--- config.mk ---
export PLATFORM = sky130hd
export DESIGN_NAME = fixed_point_square_root
export DESIGN_NICKNAME = d
export VERILOG_FILES = /design/src/fpsqrt_pkg.sv /design/src/fpsqrt_cell.sv /design/src/fixed_point_square_root.sv
export SDC_FILE = /design/constraint.sdc
export NUM_CORES = 2
export LEC_CHECK = 0
export BUFFER_PORTS_ARGS = -buffer_cell sky130_fd_sc_hd__buf_2
export CORE_ASPECT_RATIO = 0.6
export CORE_UTILIZATION = 61
export DETAILED_ROUTE_END_ITERATION = 8
export PLACE_DENSITY = 0.79
export RECOVER_POWER = 25
export SKIP_LAST_GASP = 1
export SLEW_MARGIN = 5
export SYNTH_ARGS = -nofsm -noshare
export SYNTH_HDL_FRONTEND = slang
export SYNTH_SLANG_ARGS = --single-unit
--- constraint.sdc ---
create_clock -name clk -period 31.7 [get_ports clk]
set_input_delay 0 -clock clk [delete_from_list [all_inputs] [get_ports clk]]
set_output_delay 0 -clock clk [all_outputs]
set_load 0.02 [all_outputs]
--- src/fpsqrt_pkg.sv ---
package fpsqrt_pkg;

    // Field widths
    localparam int ARG_W  = 32;
    localparam int ROOT_W = 24;

    // One root bit per cell
    localparam int STEPS  = ROOT_W;

    // Partial remainder stays below 2 * root + 2, so two bits over the root
    localparam int REM_W  = ROOT_W + 2;

    // Bytes of the output tdata word
    localparam int OUT_BYTES = (ROOT_W + 7) / 8;

    // Data that one cell hands to the next
    typedef struct packed {
        logic [REM_W-1:0]  rem;
        logic [ROOT_W-1:0] root;
        logic [ARG_W-1:0]  arg;
    } cell_data_t;

endpackage

--- src/fpsqrt_cell.sv ---
module fpsqrt_cell (
    input  logic                   clk,
    input  logic                   rst_n,
    input  logic                   advance,
    input  logic                   in_valid,
    input  fpsqrt_pkg::cell_data_t in_data,
    output logic                   out_valid,
    output fpsqrt_pkg::cell_data_t out_data
);

    logic                            valid_reg;
    fpsqrt_pkg::cell_data_t          data_reg;
    fpsqrt_pkg::cell_data_t          data_next;
    logic [fpsqrt_pkg::REM_W+1:0]    rem_shift;
    logic [fpsqrt_pkg::ROOT_W+1:0]   trial;
    logic [fpsqrt_pkg::REM_W+2:0]    diff;
    logic                            fits;

    // Bring in the next two argument bits and test against twice the shifted root plus one
    always_comb
    begin
        rem_shift = {in_data.rem, in_data.arg[fpsqrt_pkg::ARG_W-1 -: 2]};
        trial     = {in_data.root, 2'b01};
        diff      = {1'b0, rem_shift}
                    - {{(fpsqrt_pkg::REM_W + 1 - fpsqrt_pkg::ROOT_W){1'b0}}, trial};
        fits      = !diff[fpsqrt_pkg::REM_W+2];

        data_next.rem  = fits ? diff[fpsqrt_pkg::REM_W-1:0]
                              : rem_shift[fpsqrt_pkg::REM_W-1:0];
        data_next.root = {in_data.root[fpsqrt_pkg::ROOT_W-2:0], fits};
        data_next.arg  = {in_data.arg[fpsqrt_pkg::ARG_W-3:0], 2'b00};
    end

    // Advance the valid flag with the chain
    always_ff @(posedge clk or negedge rst_n)
    begin
        if (!rst_n)
        begin
            valid_reg <= 1'b0;
        end
        else if (advance)
        begin
            valid_reg <= in_valid;
        end
    end

    // Advance the payload; hold it while the chain is stalled
    always_ff @(posedge clk)
    begin
        if (advance)
        begin
            data_reg <= data_next;
        end
    end

    assign out_valid = valid_reg;
    assign out_data  = data_reg;

endmodule

--- src/fixed_point_square_root.sv ---
// Fixed-point square root, 16.16 in, 8.16 out.
//
// Input channel (s_*): one transaction carries a 32-bit unsigned radicand in
// 16.16 format. Output channel (m_*): one transaction carries the 24-bit root,
// floor(sqrt(radicand * 2^16)), filling all 24 bits of tdata.
//
// The root is built by a chain of 24 identical cells, one root bit per cell,
// each cell folding two argument bits into the partial remainder. The last
// cell is the output register.
//
// Throughput: one transaction per cycle while the receiver takes results.
//
// Stall: when m_tvalid is high and m_tready is low, the whole chain holds and
// s_tready drops; no result is lost or repeated. Empty cells further up do not
// let the chain move; s_tready is high whenever the output is empty or taken.
//
// Reset: rst_n clears every cell valid flag; the chain is empty and ready
// right after reset is released. No state is kept between transactions.
module fixed_point_square_root (
    input  logic                           clk,
    input  logic                           rst_n,
    input  logic                           s_tvalid,
    output logic                           s_tready,
    input  logic [fpsqrt_pkg::ARG_W-1:0]   s_tdata,   // [31:0] radicand
    output logic                           m_tvalid,
    input  logic                           m_tready,
    output logic [8*fpsqrt_pkg::OUT_BYTES-1:0] m_tdata // [23:0] root
);

    logic                   advance;
    logic [fpsqrt_pkg::STEPS:0]   valid_chain;
    fpsqrt_pkg::cell_data_t data_chain [fpsqrt_pkg::STEPS+1];

    // Move the chain whenever the output slot is empty or being taken
    assign advance  = !m_tvalid || m_tready;
    assign s_tready = advance;

    // Feed the first cell straight from the input
    assign valid_chain[0]     = s_tvalid;
    assign data_chain[0].rem  = '0;
    assign data_chain[0].root = '0;
    assign data_chain[0].arg  = s_tdata;

    // Row of root cells
    for (genvar k = 0; k < fpsqrt_pkg::STEPS; k++)
    begin : g_cell
        fpsqrt_cell u_cell (
            .clk       (clk),
            .rst_n     (rst_n),
            .advance   (advance),
            .in_valid  (valid_chain[k]),
            .in_data   (data_chain[k]),
            .out_valid (valid_chain[k+1]),
            .out_data  (data_chain[k+1])
        );
    end

    // Last cell is the output register
    assign m_tvalid = valid_chain[fpsqrt_pkg::STEPS];
    assign m_tdata  = data_chain[fpsqrt_pkg::STEPS].root;

    // An accepted transaction lands in the first cell
    a_accept_enters: assert property (@(posedge clk) disable iff (!rst_n)
        (s_tvalid && s_tready) |=> valid_chain[1])
        else $error("accepted transaction did not enter the first cell");

    // A stalled output freezes every cell flag
    a_stall_freezes: assert property (@(posedge clk) disable iff (!rst_n)
        (m_tvalid && !m_tready) |=> $stable(valid_chain[fpsqrt_pkg::STEPS:1]))
        else $error("cell chain moved during an output stall");

    // A taken output with a full next-to-last cell is refilled at once
    a_refill: assert property (@(posedge clk) disable iff (!rst_n)
        (m_tvalid && m_tready && valid_chain[fpsqrt_pkg::STEPS-1]) |=> m_tvalid)
        else $error("output slot not refilled from the chain");

    // A stalled output blocks new input
    a_stall_blocks: assert property (@(posedge clk) disable iff (!rst_n)
        (m_tvalid && !m_tready) |-> !s_tready)
        else $error("input accepted while the output stalls");

endmodule

Yosys cells after proc, flatten, opt, wreduce, memory -nomap -nowiden
Index checks and enable logic that the tools add are counted.

storage, ports and cells
  flip-flop bits (word level) = 1139
  input port bits = 36
  output and inout bits = 26

operators by class
  add/subtract/negate cells = 24
  muxes and demuxes = 23
  reductions and logical operators = 26

operators with widths
  operator         count
  $mux 26          22
  $sub 28x10->29   1
  $sub 28x11->29   1
  $sub 28x12->29   1
  $sub 28x13->29   1
  $sub 28x14->29   1
  $sub 28x15->29   1
  $sub 28x16->29   1
  $sub 28x17->29   1
  $sub 28x18->29   1
  $sub 28x19->29   1
  $sub 28x20->29   1
  $sub 28x21->29   1
  $sub 28x22->29   1
  $sub 28x23->29   1
  $sub 28x24->29   1
  $sub 28x25->29   1
  $sub 28x3->29    1
  $sub 28x4->29    1
  $sub 28x5->29    1
  $sub 28x6->29    1
  $sub 28x7->29    1
  $sub 28x8->29    1
  $sub 28x9->29    1
  other kinds (4)  28

Logic depth before layout (Yosys ltp)
  depth in word-level cells = 2
  gate-level depth with buffers = 14
  gate-level depth less buffers = 13

Cells and area by module
Synthesis repeated with hierarchy kept, for this count alone.

second synthesis, totals
  cell total of the unflattened synthesis = 8220
  area, all modules = 104142.4 µm²

modules (own cells, without submodules)
  module                               instances  cells an instance  area an instance (µm²)  sequential area each (µm²)
  fpsqrt_cell (g_cell[20].u_cell ...)  12         341                4304.1                  2427.3
  fpsqrt_cell (g_cell[0].u_cell ...)   11         345                4377.9                  2427.3
  fpsqrt_cell (g_cell[10].u_cell)      1          331                4325.4                  2427.3
  fixed_point_square_root              1          2                  10.0                    0.0

Worst setup path after synthesis
Ideal clock, no wire load.

  kind = register to register
  start point = register g_cell[23].u_cell.valid_reg
  end point = register g_cell[0].u_cell.data_reg, in the netlist g_cell[0].u_cell.out_data[10], enable pin
  library setup time = 1.436 ns
  arrival = 22.144 ns
  data required time = 30.264 ns
  path slack = 8.120 ns
  stages on the path, launching flop included = 5
  buffers on the path = 2
  clock period less this slack = 23.580 ns
  cells stage by stage = dfrtp_1 nor2b_1 clkbuf_1 buf_1 inv_1

between the ends
  longest elaborated chain between the ends = 2

ends and longest elaborated chain
  item                      RTL line                       text
  start: declaration        fpsqrt_cell.sv:11              logic valid_reg;
  start signal: assignment  fpsqrt_cell.sv:43              valid_reg <= in_valid;
  $logic_not 1->1           fixed_point_square_root.sv:35  assign advance = !m_tvalid || m_tready;
  $logic_or 1x1->1          fixed_point_square_root.sv:35
  named net s_tready        fixed_point_square_root.sv:23  output logic s_tready,
  end signal: assignment    fpsqrt_cell.sv:52              data_reg <= data_next;
  end: declaration          fpsqrt_cell.sv:12              fpsqrt_pkg::cell_data_t data_reg;

The timed path passes the listed nets, and every way through them passes these cells.
A chain may end at the register's enable or synchronous reset.

Worst setup path after layout
  start point = register g_cell[23].u_cell.valid_reg
  end point = register g_cell[8].u_cell.data_reg, in the netlist g_cell[8].u_cell.out_data[18], enable pin

between the ends
  longest elaborated chain between the ends = 2

ends and longest elaborated chain
  item                    RTL line
  $logic_not 1->1         fixed_point_square_root.sv:35
  $logic_or 1x1->1        fixed_point_square_root.sv:35
  end signal: assignment  fpsqrt_cell.sv:52
  end: declaration        fpsqrt_cell.sv:12

Every way passes these cells.

==> results_tabular.tex <==
\begin{tabular}{lr}
\hline
Metric & Value \\
\hline
\multicolumn{2}{l}{\textbf{Cells and area}} \\
Number of fill cells & 6,199 \\
Post-route cell area & 0.06036 mm² \\
Syn-to-layout area delta & 9.928\% \\
Diodes inserted & 0 \\
Combined area of the multi-input logic cells & slightly below 0.02 mm² \\
Proportion of layout cells with a drive suffix above 1 & 0.06964 \\
Sequential cell area & roughly 0.034 mm² \\
Final net count & 4,934 \\
\multicolumn{2}{l}{\textbf{STA}} \\
Number of hold violations in the final report & 0 \\
Pin slew with the least headroom to its limit & 1.440 ns \\
Final cycle utilization of the critical path & 0.1910 \\
Final count of negative-setup-slack endpoints & 0 \\
Max frequency & 0.1651 GHz \\
Worst-case headroom to the max-slew limit & 0.04003 \\
Setup repair after global routing missed its margin & false \\
Post-layout min period & slightly above 6 ns \\
Hold Slack & 0.03870 ns \\
Worst Setup Slack, final & 25.64 ns \\
Post-route clock skew & 0.02666 ns \\
Max-slew violations & 0 \\
Post-Route Setup TNS & 0 ns \\
\multicolumn{2}{l}{\textbf{GRT}} \\
Vias in the first global route & roughly 32,000 \\
GRT overflow & 0 \\
Initial antenna violation count & 1 \\
Global-route total usage across every layer & 0.2244 \\
Maximum number of pins on one net before global-route repair & 140 \\
Global-route wire length before repair & 165,200 µm \\
\multicolumn{2}{l}{\textbf{Yosys}} \\
Share of the synthesized area in the top cell type & 0.5999 \\
Share of synthesized registers carrying an async set or reset & 0.02141 \\
Cell types occupying the most area after synthesis & edfxtp\_1 (60\%), ha\_1 (6.7\%), xor2\_1 (3.3\%) \\
Dominant cell type by area after synthesis & edfxtp\_1 \\
Post-synthesis instance area & 0.05491 mm² \\
Synthesis Warnings & 0 \\
Sequential share of the synthesized area & 0.6109 \\
Post-synth EDFFs & approximately 1,100 \\
Unique cell type count in the Yosys netlist & 78 \\
Synthesized netlist net count & 4,777 \\
Top flip-flop cell by instance count after synthesis & edfxtp\_1 \\
Synthesized flop and latch total & 1,121 \\
Average footprint of a synthesized cell & roughly 12 µm² \\
Post-synthesis cell count & roughly 4,400 \\
\multicolumn{2}{l}{\textbf{Job}} \\
Max-capacitance violation count & 0 \\
\multicolumn{2}{l}{\textbf{Placement}} \\
Global placer's final weighted congestion & 0.9104 \\
Post-detailed-placement cell area & 0.05649 mm² \\
Input/output buffers & just over 60 \\
DP Worst Slack & about 26 ns \\
Total half-perimeter wirelength after legalization and detailed placement & 71,900 µm \\
\multicolumn{2}{l}{\textbf{Power}} \\
IR Drop Worst-Case VDD & 0.07439 mV \\
PnR Total Power & roughly 5.4 mW \\
Pwr per Cell Area & 89.20 mW/mm² \\
Leakage power summed over all cells & roughly 24 nW \\
\multicolumn{2}{l}{\textbf{Critical path}} \\
Maximum fanout count along the critical path & between 100 and 150 \\
Setup slack of the worst register-to-register path & 25.64 ns \\
Startpoint types & flop \\
Reg-to-reg startpoint & g\_cell[23].u\_cell.out\_valid\$\_DFFE\_PN0P\_ \\
Cell seen most often among critical-path stages & buf\_4 \\
Critical path class & flop to flop \\
Endpoint arrival time on the critical path & 6.36 ns \\
Worst path required time & 32.00 ns \\
Worst reg2reg path endpoint & g\_cell[8].u\_cell.out\_data[18]\$\_DFFE\_PP\_ \\
Endpoint class of the critical path & flop \\
Worst stage delay on the critical path & 0.96 ns \\
Master of the slowest instance on the critical path & buf\_4 \\
Cells on worst reg2reg path & 7 \\
Ordered cell list for the critical path & nor2b\_1 > clkbuf\_1 > inv\_8 > buf\_4 > buf\_4 > buf\_4 > buf\_4 \\
\multicolumn{2}{l}{\textbf{Hold path}} \\
Endpoint of the worst hold path & g\_cell[0].u\_cell.out\_data[3]\$\_DFFE\_PP\_ \\
Hold Crit Start & s\_tdata[1] \\
Classification of the worst-slack hold path & input pin to flop \\
Hold path depth & 2 \\
\multicolumn{2}{l}{\textbf{Clock tree}} \\
Clock buffer depth & 3 \\
CTS hold repair buffers & 62 \\
H-tree levels & 3 \\
Post-CTS Resized & 0 \\
Clock tree from TritonCTS & yes \\
Post-CTS Setup Repair Bufs & 0 \\
Number of buffers added by the clock tree synthesis step & 100 \\
Cell at the root of the clock tree & clkbuf\_16 \\
Sink Count & 1,121 \\
CTS clk-pin slew, worst paths & 0.06 ns \\
Source-to-sink clock delay at the later pin of the worst-skew pair & 0.71 ns \\
\multicolumn{2}{l}{\textbf{Floorplanning}} \\
Effective utilization at floorplan & 0.6212 \\
Die Y & 234.4 µm \\
Number of placement rows & 84 \\
I/O pins & between 60 and 70 \\
X dimension of the die & 389.3 µm \\
Overall die area & 0.09126 mm² \\
Core Area & 0.08839 mm² \\
\multicolumn{2}{l}{\textbf{Drt}} \\
Drt via density & 5.744 \\
Antenna violation net count after detailed routing & 0 \\
Count of TritonRoute iterations in the first routing pass & 8 \\
Average routed wire per standard cell & 17.38 µm \\
Routed via count & between 30,000 and 40,000 \\
Overall routed net length & 102,300 µm \\
Number of remaining DRC errors & 0 \\
Initial drt markers & 3,476 \\
\multicolumn{2}{l}{\textbf{Run status}} \\
Result of the run & finished, final reports clean \\
\hline
\end{tabular}
[worst max-delay path by stage]
stage | startpoint | depth (start not counted) | slack (ns) | to
6_report | g_cell[23].u_cell.out_valid$_DFFE_PN0P_ | 7 | 25.64 | g_cell[8].u_cell.out_data[18]$_DFFE_PP_
5_1_grt | g_cell[23].u_cell.out_valid$_DFFE_PN0P_ | 7 | 25.19 | g_cell[7].u_cell.out_data[16]$_DFFE_PP_
4_1_cts | g_cell[23].u_cell.out_valid$_DFFE_PN0P_ | 7 | 26.17 | g_cell[14].u_cell.out_data[30]$_DFFE_PP_
3_5_place_dp | g_cell[23].u_cell.out_valid$_DFFE_PN0P_ | 7 | 26.21 | g_cell[8].u_cell.out_data[18]$_DFFE_PP_
3_3_place_gp | g_cell[23].u_cell.out_valid$_DFFE_PN0P_ | 7 | 26.37 | g_cell[6].u_cell.out_data[14]$_DFFE_PP_
2_1_floorplan | g_cell[23].u_cell.out_valid$_DFFE_PN0P_ | 4 | 8.12 | g_cell[0].u_cell.out_data[10]$_DFFE_PP_
[cells in the final DEF, fill, tap and decap left out, types with 102 or more instances in the layout]
cell,count
xnor2_1,202
ha_1,294
nor2_1,294
xor2_1,205
o21ai_0,256
edfxtp_1,1097
a21oi_1,247
nand2_1,296
nor3_1,134
clkbuf_16,102
inv_1,395
[stage by stage]
stage / cells / utilization
floorplan: 4440 / -
global placement: 5637 / 0.6391
detailed placement: 5637 / 0.6391
CTS: 5885 / 0.6833
global route: 5885 / 0.6829
finish: 5885 / 0.6829
[report_power, final]
group | total (mW) | internal, mW | switching, mW
logic | 1.45 | 0.600 | 0.845
registers | 2.71 | 2.39 | 0.326
clock network | 1.23 | 0.692 | 0.535
total | 5.38 | 3.68 | 1.71
[flip-flops by register name, indices dropped and copies added (netlist names)]
register                 cells
g_cell.u_cell.out_data    1097
g_cell.u_cell.out_valid     24
[area by class of cell]
cell class	count	area share
clock buffer	131	0.04475
clock inverter	55	0.009763
inverter	399	0.02494
sequential	1121	0.5557
multi-input combinational	2828	0.3222
tap	1204	0.02496
timing repair buffer	147	0.01768
[worst max-delay path: cells and delay by family, from the launching register on]
family	cells	cell delay, ns
AND/OR/NAND/NOR	1	0.13
buffers and inverters	6	4.87
flip-flops	1	0.37
[logic make-up after synthesis]
logic type	share of synthesized area
and+or+nand+nor	0.1029
xor gates and xnor gates	0.06492
muxes	0.01702
adders and majority gates	0.06955
other	0.00006830
AOI/OAI and AO/OA	0.09915
DFF	0.6109
buffers and inverters	0.03550
[layer usage]
layer | global-route usage | vias to the layer above | share of wire
met4 | 0.04663 | 0 | 0.015
met1 | 0.3479 | 16203 | 0.49
li1 | - | 16498 | -
met5 | 0 | - | 0
met3 | 0.04446 | 125 | 0.073
met2 | 0.3287 | 975 | 0.43
[synth_stat cells (5+ instances only)]
| cell | instances |
|---|---|
| buf_1 | 5 |
| nand3b_1 | 14 |
| nor4_1 | 53 |
| o41ai_1 | 11 |
| nor2b_1 | 41 |
| o21ai_0 | 256 |
| nand2b_1 | 72 |
| mux2i_1 | 9 |
| o21bai_1 | 14 |
| o2111ai_1 | 6 |
| dfrtp_1 | 24 |
| xor2_1 | 205 |
| o31ai_1 | 37 |
| clkbuf_1 | 60 |
| nand3_1 | 54 |
| nand2_1 | 296 |
| and2_1 | 23 |
| nand4_1 | 24 |
| ha_1 | 294 |
| a41oi_1 | 5 |
| nor3b_1 | 6 |
| fa_1 | 7 |
| a21oi_1 | 247 |
| a31o_2 | 9 |
| or2_2 | 24 |
| a211o_1 | 9 |
| buf_4 | 24 |
| or3_1 | 55 |
| xnor2_1 | 202 |
| edfxtp_1 | 1097 |
| nor2_1 | 296 |
| and3_1 | 22 |
| o21a_1 | 72 |
| mux2_2 | 75 |
| a21boi_0 | 13 |
| a211oi_1 | 26 |
| a31oi_1 | 18 |
| o211ai_1 | 15 |
| nor3_1 | 134 |
| a221o_1 | 5 |
| inv_1 | 396 |
| a2111oi_0 | 7 |
| or4_1 | 21 |
| a21o_1 | 92 |
No activity file was read; power rests on OpenSTA's default activity.
